### src/hdl/ptd_pkg.sv
package ptd_pkg;

  localparam int unsigned NUM_TASKS_DEF = 8;
  localparam int unsigned CNT_W = 16;
  localparam int unsigned TASK_IDX_W = 6;

  typedef enum logic [2:0] {
    CMD_TICK    = 3'd0,
    CMD_CREATE  = 3'd1,
    CMD_DELETE  = 3'd2,
    CMD_SUSPEND = 3'd3,
    CMD_RESUME  = 3'd4
  } cmd_e;

  typedef enum logic [1:0] {
    ST_OK       = 2'd0,
    ST_RANGE    = 2'd1,
    ST_OCCUPIED = 2'd2,
    ST_NOTASK   = 2'd3
  } status_e;

  typedef enum logic [1:0] {
    S_IDLE  = 2'd0,
    S_WALK  = 2'd1,
    S_FLUSH = 2'd2
  } state_e;

  typedef struct packed {
    logic [2:0]       cmd;
    logic [7:0]       slot;
    logic [CNT_W-1:0] period;
    logic [7:0]       first_delay;
  } req_t;

  typedef struct packed {
    logic [1:0]            status;
    logic                  fired;
    logic [TASK_IDX_W-1:0] task_index;
    logic                  last;
  } rsp_t;

  typedef struct packed {
    logic             en;
    logic [2:0]       op;
    logic [7:0]       slot;
    logic [CNT_W-1:0] period;
    logic [7:0]       first_delay;
  } cell_cmd_t;

  typedef struct packed {
    logic start;
    logic adv;
  } walk_t;

endpackage

### src/hdl/ptd_cell.sv
module ptd_cell #(
  parameter int unsigned INDEX = 0
) (
  input  logic                clk,
  input  logic                rst,
  input  ptd_pkg::cell_cmd_t  ccmd,
  input  ptd_pkg::walk_t      walk,
  input  logic                tok_in,
  output logic                tok_out,
  output logic                fire,
  output logic                present
);

  logic                      running;
  logic                      tok;
  logic [ptd_pkg::CNT_W-1:0] period;
  logic [ptd_pkg::CNT_W-1:0] count;
  logic                      hit;
  logic                      active;

  assign hit     = ccmd.en && (ccmd.slot == 8'(INDEX));
  assign active  = tok && present && running;
  assign fire    = active && (count == '0);
  assign tok_out = tok;

  always_ff @(posedge clk) begin
    if (rst) begin
      present <= 1'b0;
      running <= 1'b0;
      tok     <= 1'b0;
    end else begin
      if (walk.adv) begin
        tok <= tok_in;
      end
      if (hit) begin
        case (ccmd.op)
          ptd_pkg::CMD_CREATE: begin
            present <= 1'b1;
            running <= 1'b1;
          end
          ptd_pkg::CMD_DELETE: begin
            present <= 1'b0;
            running <= 1'b0;
          end
          ptd_pkg::CMD_SUSPEND: begin
            running <= 1'b0;
          end
          ptd_pkg::CMD_RESUME: begin
            running <= 1'b1;
          end
          default: begin
          end
        endcase
      end
    end
  end

  always_ff @(posedge clk) begin
    if (hit && (ccmd.op == ptd_pkg::CMD_CREATE)) begin
      period <= ccmd.period;
      count  <= ptd_pkg::CNT_W'(ccmd.first_delay);
    end else if (walk.adv && active) begin
      count <= (count == '0) ? period : count - ptd_pkg::CNT_W'(1);
    end
  end

endmodule

### src/hdl/ptd_ctrl.sv
module ptd_ctrl #(
  parameter int unsigned NUM_TASKS = ptd_pkg::NUM_TASKS_DEF
) (
  input  logic                clk,
  input  logic                rst,
  input  logic                req_valid,
  output logic                req_ready,
  input  ptd_pkg::req_t       req,
  output logic                res_valid,
  input  logic                res_ready,
  output ptd_pkg::rsp_t       res,
  input  logic                fire_any,
  input  logic [NUM_TASKS-1:0] present_vec,
  output ptd_pkg::cell_cmd_t  ccmd,
  output ptd_pkg::walk_t      walk
);

  localparam int unsigned IDX_W = (NUM_TASKS > 1) ? $clog2(NUM_TASKS) : 1;
  localparam int unsigned PAD   = 1 << IDX_W;
  localparam logic [IDX_W-1:0] LAST_IDX = IDX_W'(NUM_TASKS - 1);

  ptd_pkg::state_e   state;
  ptd_pkg::state_e   state_next;
  ptd_pkg::status_e  status;
  logic [PAD-1:0]    pres_pad;
  logic              in_range;
  logic              present_sel;
  logic              accept;
  logic              is_tick;
  logic              out_free;
  logic              can;
  logic [IDX_W-1:0]  idx;
  logic [IDX_W-1:0]  pend_idx;
  logic              pend_valid;

  assign pres_pad    = PAD'(present_vec);
  assign in_range    = req.slot < 8'(NUM_TASKS);
  assign present_sel = in_range && pres_pad[req.slot[IDX_W-1:0]];
  assign accept      = req_valid && req_ready;
  assign is_tick     = req.cmd == ptd_pkg::CMD_TICK;
  assign out_free    = !res_valid || res_ready;
  assign can         = !fire_any || !pend_valid || out_free;

  always_comb begin
    status = ptd_pkg::ST_OK;
    case (req.cmd)
      ptd_pkg::CMD_CREATE: begin
        if (!in_range) begin
          status = ptd_pkg::ST_RANGE;
        end else if (present_sel) begin
          status = ptd_pkg::ST_OCCUPIED;
        end
      end
      ptd_pkg::CMD_DELETE, ptd_pkg::CMD_SUSPEND, ptd_pkg::CMD_RESUME: begin
        if (!present_sel) begin
          status = ptd_pkg::ST_NOTASK;
        end
      end
      default: begin
        status = ptd_pkg::ST_OK;
      end
    endcase
  end

  always_comb begin
    ccmd.en          = accept && !is_tick && (status == ptd_pkg::ST_OK);
    ccmd.op          = req.cmd;
    ccmd.slot        = req.slot;
    ccmd.period      = req.period;
    ccmd.first_delay = req.first_delay;
  end

  always_comb begin
    state_next = state;
    case (state)
      ptd_pkg::S_IDLE: begin
        if (accept && is_tick) begin
          state_next = ptd_pkg::S_WALK;
        end
      end
      ptd_pkg::S_WALK: begin
        if (can && (idx == LAST_IDX)) begin
          state_next = ptd_pkg::S_FLUSH;
        end
      end
      ptd_pkg::S_FLUSH: begin
        if (out_free) begin
          state_next = ptd_pkg::S_IDLE;
        end
      end
      default: begin
        state_next = ptd_pkg::S_IDLE;
      end
    endcase
  end

  always_comb begin
    req_ready  = 1'b0;
    walk.start = 1'b0;
    walk.adv   = 1'b0;
    case (state)
      ptd_pkg::S_IDLE: begin
        req_ready  = !res_valid;
        walk.start = accept && is_tick;
        walk.adv   = accept && is_tick;
      end
      ptd_pkg::S_WALK: begin
        walk.adv = can;
      end
      default: begin
        req_ready = 1'b0;
      end
    endcase
  end

  always_ff @(posedge clk) begin
    if (rst) begin
      state      <= ptd_pkg::S_IDLE;
      res_valid  <= 1'b0;
      pend_valid <= 1'b0;
    end else begin
      state <= state_next;
      if (res_valid && res_ready) begin
        res_valid <= 1'b0;
      end
      if (accept && !is_tick) begin
        res_valid <= 1'b1;
      end
      if ((state == ptd_pkg::S_WALK) && walk.adv && fire_any) begin
        pend_valid <= 1'b1;
        if (pend_valid) begin
          res_valid <= 1'b1;
        end
      end
      if ((state == ptd_pkg::S_FLUSH) && out_free) begin
        res_valid  <= 1'b1;
        pend_valid <= 1'b0;
      end
    end
  end

  always_ff @(posedge clk) begin
    if (walk.start) begin
      idx <= '0;
    end else if ((state == ptd_pkg::S_WALK) && walk.adv) begin
      idx <= idx + IDX_W'(1);
    end
    if (accept && !is_tick) begin
      res <= '{status: status, fired: 1'b0, task_index: '0, last: 1'b1};
    end
    if ((state == ptd_pkg::S_WALK) && walk.adv && fire_any) begin
      pend_idx <= idx;
      if (pend_valid) begin
        res <= '{status: ptd_pkg::ST_OK, fired: 1'b1,
                 task_index: ptd_pkg::TASK_IDX_W'(pend_idx), last: 1'b0};
      end
    end
    if ((state == ptd_pkg::S_FLUSH) && out_free) begin
      if (pend_valid) begin
        res <= '{status: ptd_pkg::ST_OK, fired: 1'b1,
                 task_index: ptd_pkg::TASK_IDX_W'(pend_idx), last: 1'b1};
      end else begin
        res <= '{status: ptd_pkg::ST_OK, fired: 1'b0, task_index: '0, last: 1'b1};
      end
    end
  end

endmodule

### src/hdl/periodic_task_dispatcher.sv
// A command gives its single result in the cycle after it is taken; the next request is
// taken once that result has been collected.
// A tick passes a token down the row of slot cells, one cell per cycle while fire results
// are not held back at the output, then flushes the last result; the next request is
// taken once that result has been collected.
// Synchronous reset clears every slot's present and running bits and empties the output.
module periodic_task_dispatcher #(
  parameter int unsigned NUM_TASKS = ptd_pkg::NUM_TASKS_DEF
) (
  input  logic          clk,
  input  logic          rst,
  input  logic          req_valid,
  output logic          req_ready,
  input  ptd_pkg::req_t req,
  output logic          res_valid,
  input  logic          res_ready,
  output ptd_pkg::rsp_t res
);

  ptd_pkg::cell_cmd_t   ccmd;
  ptd_pkg::walk_t       walk;
  logic [NUM_TASKS:0]   tok_chain;
  logic [NUM_TASKS-1:0] fire_vec;
  logic [NUM_TASKS-1:0] present_vec;

  assign tok_chain[0] = walk.start;

  for (genvar i = 0; i < NUM_TASKS; i++) begin : g_cell
    ptd_cell #(
      .INDEX (i)
    ) u_cell (
      .clk     (clk),
      .rst     (rst),
      .ccmd    (ccmd),
      .walk    (walk),
      .tok_in  (tok_chain[i]),
      .tok_out (tok_chain[i+1]),
      .fire    (fire_vec[i]),
      .present (present_vec[i])
    );
  end

  ptd_ctrl #(
    .NUM_TASKS (NUM_TASKS)
  ) u_ctrl (
    .clk         (clk),
    .rst         (rst),
    .req_valid   (req_valid),
    .req_ready   (req_ready),
    .req         (req),
    .res_valid   (res_valid),
    .res_ready   (res_ready),
    .res         (res),
    .fire_any    ((|fire_vec) || (tok_chain[NUM_TASKS] && 1'b0)),
    .present_vec (present_vec),
    .ccmd        (ccmd),
    .walk        (walk)
  );

endmodule

### config.mk
export PLATFORM = sky130hd
export DESIGN_NAME = periodic_task_dispatcher
export DESIGN_NICKNAME = d
export VERILOG_FILES = /design/src/hdl/ptd_pkg.sv /design/src/hdl/ptd_cell.sv /design/src/hdl/ptd_ctrl.sv /design/src/hdl/periodic_task_dispatcher.sv
export SDC_FILE = /design/constraint.sdc
export NUM_CORES = 1
export LEC_CHECK = 0
export BUFFER_PORTS_ARGS = -buffer_cell sky130_fd_sc_hd__clkbuf_2
export CAP_MARGIN = 20
export CELL_PAD_IN_SITES_DETAIL_PLACEMENT = 0
export CELL_PAD_IN_SITES_GLOBAL_PLACEMENT = 1
export CORE_MARGIN = 2
export CORE_UTILIZATION = 35
export DETAILED_ROUTE_END_ITERATION = 16
export PLACE_DENSITY_LB_ADDON = 0.25
export REMOVE_ABC_BUFFERS = 1
export SLEW_MARGIN = 15
export SYNTH_ARGS = -nofsm -noshare
export SYNTH_HDL_FRONTEND = slang
export SYNTH_SLANG_ARGS = --single-unit
### constraint.sdc
create_clock -name clk -period 5.85 [get_ports clk]
set_input_delay 1.17 -clock clk [delete_from_list [all_inputs] [get_ports clk]]
set_output_delay 1.17 -clock clk [all_outputs]
set_load 0.005 [all_outputs]
**Word level (Yosys, flattened, before mapping)**

Cells that the tools add are included.

- Divide/modulo/power cells: 0
- Multiplexer cells: 49
- Shifts and indexed selects: 0
- Add/subtract/negate cells: 9
- $mul: 0
- Bitwise gates (word level): 0
- Eq/ne operators: 17
- Order comparisons: 2
- Reduce and logical (&&, ||, !) cells: 109

Operators by type and width:

| cell | count |
|---|---|
| 2-to-1 mux 8 bit | 17 |
| logical NOT 16 bit | 8 |
| 2-to-1 mux 16 bit | 8 |
| subtractor 16 x 1 -> 16 bit (second input constant) | 8 |
| logical AND 1 bit | 58 |
| 2-to-1 mux 10 bit | 4 |
| equality test 8 x 3 -> 1 bit (second input constant) | 4 |
| AND reduction 2 bit | 16 |
| nonzero test 2 bit | 10 |
| equality test 8 x 2 -> 1 bit (second input constant) | 2 |
| 2-to-1 mux 2 bit | 6 |
| equality test 8 x 1 -> 1 bit (second input constant) | 1 |
| logical NOT 8 bit | 1 |
| less-than comparator 8 x 4 -> 1 bit (second input constant) | 1 |
| 2-to-1 mux 1 bit | 8 |
| OR reduction 8 bit | 1 |
| equality test 3 x 2 -> 1 bit (second input constant) | 2 |
| equality test 3 bit (second input constant) | 2 |
| != test 2 x 1 -> 1 bit (second input constant) | 3 |
| one-hot mux 1 bit (2 select lines) | 3 |
| one-hot mux 2 bit (3 select lines) | 1 |
| OR reduction 2 bit | 3 |
| logical NOT 1 bit | 4 |
| logical NOT 2 bit | 2 |
| other kinds (11) | 13 |

- Register bits after elaboration: 300
- Bits in read-only memories: 0
- Input bits: 39
- Output and inout bits: 12
- RAM bits: 0
- Bits in latches: 0
- Logic and storage cells: 243
- Memories: 0

**Longest topological paths before layout**

- Depth in word-level cells: 12
- Gate-level depth with buffers: 11
- Depth with buffers taken out: 8

**By module**

From an unflattened synthesis, not the netlist that was laid out.

- Cells, all modules: 1465
- Area, all modules: 15305.9 um^2

By module, submodules not included:

| module | cells an instance | area each (um^2) | seq. area each (um^2) | instances |
|---|---|---|---|---|
| ptd_cell (g_cell[1].u_cell ...) | 165 | 1774.2 | 940.9 | 2 |
| ptd_cell (g_cell[5].u_cell ...) | 168 | 1739.2 | 940.9 | 2 |
| ptd_cell (g_cell[3].u_cell) | 166 | 1776.7 | 940.9 | 1 |
| ptd_cell (g_cell[0].u_cell) | 165 | 1771.7 | 940.9 | 1 |
| ptd_cell (g_cell[4].u_cell) | 165 | 1769.2 | 940.9 | 1 |
| ptd_cell (g_cell[7].u_cell) | 166 | 1730.4 | 940.9 | 1 |
| ptd_ctrl | 134 | 1214.9 | 430.4 | 1 |
| periodic_task_dispatcher | 3 | 16.3 | 0.0 | 1 |

**Worst setup path before layout**

Ideal clock, no wire load.

- Kind: input port to flip-flop
- Start: in req[25] (netlist bit)
- End: reg g_cell[3].u_cell.period[0] (netlist bit), enable pin
- Stages: 6
- Path slack: 2075 ps
- Buffers on the path: 1
- Data required time: 5456 ps
- Arrival: 3380 ps
- Cell sequence: buf_2 mux4_2 mux2_4 nor3_1 nand2_1 nor2_1

- Longest elaborated chain between the ends: 10
- Elaborated cells between the ends (all ways): 13

Ends and longest elaborated chain:

| element | RTL line | source |
|---|---|---|
| from (decl) | periodic_task_dispatcher.sv:14 | `input ptd_pkg::req_t req,` |
| branches (longest 8 deep; another with less-than comparator 8 x 4 -> 1 bit) | - |  |
| logical AND 1 bit (*) | ptd_cell.sv:21 | `assign hit = ccmd.en && (ccmd.slot == 8'(INDEX));` |
| logical AND 1 bit (*) | ptd_cell.sv:59 | `if (hit && (ccmd.op == ptd_pkg::CMD_CREATE)) begin` |
| to (signal assigned) | ptd_cell.sv:60 | `period <= ccmd.period;` |
| to (decl) | ptd_cell.sv:16 | `logic [ptd_pkg::CNT_W-1:0] period;` |

Every way passes the cells marked *. The select of a mux whose other input is x is not followed.
A chain may end at the register's enable or synchronous reset.

**Worst setup path after layout**

- Start: in req[31] (netlist bit)
- End: reg g_cell[6].u_cell.count[3] (netlist bit), enable pin

- Longest elaborated chain between the ends: 10
- Elaborated cells between the ends (all ways): 12

Ends and longest elaborated chain:

| element | RTL line | source |
|---|---|---|
| less-than comparator 8 x 4 -> 1 bit | ptd_ctrl.sv:37 | `assign in_range = req.slot < 8'(NUM_TASKS);` |
| logical AND 1 bit | ptd_ctrl.sv:38 | `assign present_sel = in_range && pres_pad[req.slot[IDX_W-1:0]];` |
| 2-to-1 mux 2 bit | ptd_ctrl.sv:50 | `end else if (present_sel) begin` |
| 2-to-1 mux 2 bit | ptd_ctrl.sv:48 | `if (!in_range) begin` |
| one-hot mux 2 bit (2 select lines) | ptd_ctrl.sv:46 | `case (req.cmd)` |
| logical NOT 2 bit | ptd_ctrl.sv:66 | `ccmd.en = accept && !is_tick && (status == ptd_pkg::ST_OK);` |
| logical AND 1 bit | ptd_ctrl.sv:66 |  |
| logical AND 1 bit (*) | ptd_cell.sv:21 |  |
| logical AND 1 bit (*) | ptd_cell.sv:59 |  |
| nonzero test 2 bit (no source line) (*) | - |  |
| to (signal assigned) | ptd_cell.sv:61 | `count <= ptd_pkg::CNT_W'(ccmd.first_delay);` |
| to (signal assigned) | ptd_cell.sv:63 | `count <= (count == '0) ? period : count - ptd_pkg::CNT_W'(1);` |
| to (decl) | ptd_cell.sv:17 | `logic [ptd_pkg::CNT_W-1:0] count;` |

Every way passes the cells marked *; elsewhere a longest branch is shown, timed or not.

==> metrics.cfg <==
[status]
status = complete, no violations

[global_route]
grt_pass1_vias = 11900
antenna_found_initial = 5
grt_max_degree = 34
grt_pass1_wl_mm = 72.6
gr-total-overflow = 0
grt.total_usage_pct = 21.7

[sta]
whs_ns = 0.457
slew_headroom_pct = 31.0
rsz0062_at_grt = false
skew_ns = 0.0242
worstMarginPinSlew_ns = 1.03
hold_viol = 0
setup_ws_ns = 1.88
clock.fmax_mhz = 252
slew_viol_final = 0
period_share_pct = 67.8
setup_viol = 0
final.min_clock_period_ns = 3.97

[die]
core_area_um2 = 42000
fp.dieH_um = 211
die_w_um = 211
pin_count = 51
start_util_pct = 35.6
die-area_um2 = 44400
row_count = 75

[yosys]
synth-xor-area-share_pct = 2.11
yosysTopAreaCell = edfxtp_1
synth-adder-area-share_pct = 1.42
yosysMostFrequentCell = nand2_1
yosys.area_share.simple_pct = 22.6
syn_area_um2 = 14900
yosysUniqueCellTypes = 73
netlist.area_leader.share_pct = 39.2
yosysWarnings = 0
synth_top_family_by_area = simple AND/OR/NAND/NOR gates
dominantRegCellSynth = edfxtp_1
ys_seq_area_share_pct = 53.2
muxShareOfSynthArea_pct = 1.72
synth_edf_count = 195
avgSynthCellArea_um2 = 9.66
synth_compound_area_share_pct = 16.0
syn_inst = 1548
ys_ff_latch = 300
synthTopCellsByArea = edfxtp_1 (39%), dfxtp_1 (14%), nand2_1 (5.5%)
async_reset_ff_share_pct = 0
synth_common_cells = nand2_1 (220), edfxtp_1 (195), nor2_1 (136)

[drt]
ant_nets = 0
drt-total-wl_mm = 47.7
vias = 12400
vias_per_cell = 5.76
route.detailed.drc = 0
dr.pass1.iters = 7
drtIter0Drc = 1091
wl_per_cell_um = 22.2

[placement]
dpl.hpwl_mm = 31.5
postPlaceCellArea_um2 = 15700
io_buffer_count = 50
place_congestion = 0.867
post-place-ws_ns = 1.32

[cts]
clk-insertion-delay-late_ns = 0.55
cts_resized = 0
clock_sinks = 300
cts_buffers = 37
clk_path_buf_depth = 3
cts_hold_buf = 0
tritoncts = yes
cts_setup_buffers = 0
htreeDepth = 2
root_buffer = clkbuf_16
path_clk_slew_ns = 0.06

[final_layout]
syn2layout_area_growth_pct = 13.4
nets = 1637
fin_area_um2 = 16900
fillers = 4167
fin_util_pct = 40.3
final_layout_size_suffix_gt1_share_pct = 10.4

[critical_path]
cp-start-kind = input port
worstPathMaxFanout = 17
critical_path_class = in -> reg
arrival_ns = 4.18
end_kind = register
required_ns = 6.06

[hold_path]
min_path_type = reg -> reg

[job]
cap_violations = 0

[power_and_ir_drop]
p_seq_share_pct = 47.9
internal-power_uw = 3700
powerDensity_nw_per_um2 = 281
power_frac_comb_pct = 3.1
pwr-share-clk_pct = 49.0
totalPowerFinal_uw = 4750
p_leak_uw = 0.00577
sw_frac_of_total_pct = 22.2
p_switching_uw = 1060
ir_drop_v = 0.000186

## stage by stage
stage | setup TNS (ns) | instances
floorplan | -79.07 | 1470
global placement | 0 | 2079
detailed placement | 0 | 2079
CTS | 0 | 2147
global route | 0 | 2149
finish | 0 | 2150
## flip-flops by register name, indices dropped and copies added, names as in the netlist
signal,count
g_cell.u_cell.period,128
g_cell.u_cell.count,128
g_cell.u_cell.running,8
g_cell.u_cell.tok_out,8
g_cell.u_cell.present,8
u_ctrl.state,2
u_ctrl.res_valid,1
u_ctrl.pend_idx,3
u_ctrl.idx,3
u_ctrl.pend_valid,1
u_ctrl.res,10
## metal layers
| metal | global-route usage [%] | vias up | wire length [um] |
|---|---|---|---|
| met5 | 0 | - | 0 |
| met4 | 7.89 | 0 | 1410 |
| met3 | 3.73 | 69 | 3250 |
| met2 | 32.2 | 430 | 20400 |
| met1 | 31.8 | 5981 | 22600 |
| li1 | - | 5903 | - |
## path summary, 6_finish.rpt
check | start | to | slack, ns | depth (start not counted)
max | req[31] | g_cell[6].u_cell.count[3]$_DFFE_PP_ | 1.88 | 6
min | u_ctrl.res[7]$_DFF_P_ | u_ctrl.res[7]$_DFF_P_ | 0.46 | 1
max reg2reg | g_cell[7].u_cell.count[0]$_DFFE_PP_ | g_cell[6].u_cell.count[3]$_DFFE_PP_ | 2.06 | 9
min reg2reg | u_ctrl.res[7]$_DFF_P_ | u_ctrl.res[7]$_DFF_P_ | 0.46 | 1
## critical path, stage by stage
cell      delay (ns)
clkbuf_2        0.08
nor4_1          0.85
nand3_1         0.39
nor4_4          0.68
nand2_1         0.55
nand2_1         0.46
## area by class of cell
class	count	area [um^2]	share of cell area, %
antenna	1	2.50	0.0148
clock buffer	51	1090	6.45
clock inverter	17	146	0.864
inverter	27	101	0.598
multi-input combinational	1143	6560	38.7
sequential	300	7960	47.0
tap	539	674	3.98
timing repair buffer	72	413	2.44
## placed cells by master (no fill, tap or decap), types with 7 or more instances in the layout
cell	synthesis	layout
nand3_1	60	60
edfxtp_1	195	195
nor3b_1	7	7
clkbuf_16	0	40
nor3_1	57	57
or3_1	18	18
and4_1	10	10
o211ai_1	11	11
dfxtp_1	105	105
nor4b_1	7	7
o22ai_1	12	12
clkbuf_2	1	51
ha_1	17	17
or4_1	15	15
nor2_1	136	136
clkinv_2	0	9
xnor2_1	23	23
o21ai_1	18	18
inv_1	26	26
nor4_1	43	43
nand2b_1	14	14
nand4_1	24	24
a21oi_1	93	93
and3_1	16	16
a31o_2	7	7
nand2_1	220	220
mux2i_1	14	14
o311ai_0	26	26
nor2b_1	7	7
o21ai_0	127	127
xor2_1	13	13
o31ai_1	24	24
or2_2	7	7
buf_4	3	21
a31oi_1	13	13
and2_1	20	20
o41ai_1	8	7
## power by group through the flow
stage / sequential, uW / combinational, uW / clock [uW]
finish: 2280 / 149 / 2330
CTS: 2270 / 151 / 2370
floorplan: 2320 / 50.3 / 0
detailed placement: 2320 / 150 / 0
global route: 2280 / 160 / 2460
global placement: 2320 / 148 / 0
## cells by family (layout without fill, tap and decap cells)
group                    count (synthesis)  count (layout)
AND/OR/NAND/NOR                        681             681
AO/OA/AOI/OAI                          387             387
flip-flops                             300             300
buffers and inverters                  105             167
XOR/XNOR                                36              36
multiplexers                            22              22
adder cells (fa/ha/maj)                 17              17
other                                    0               1
Note: power is estimated with default switching activity, not from simulation.
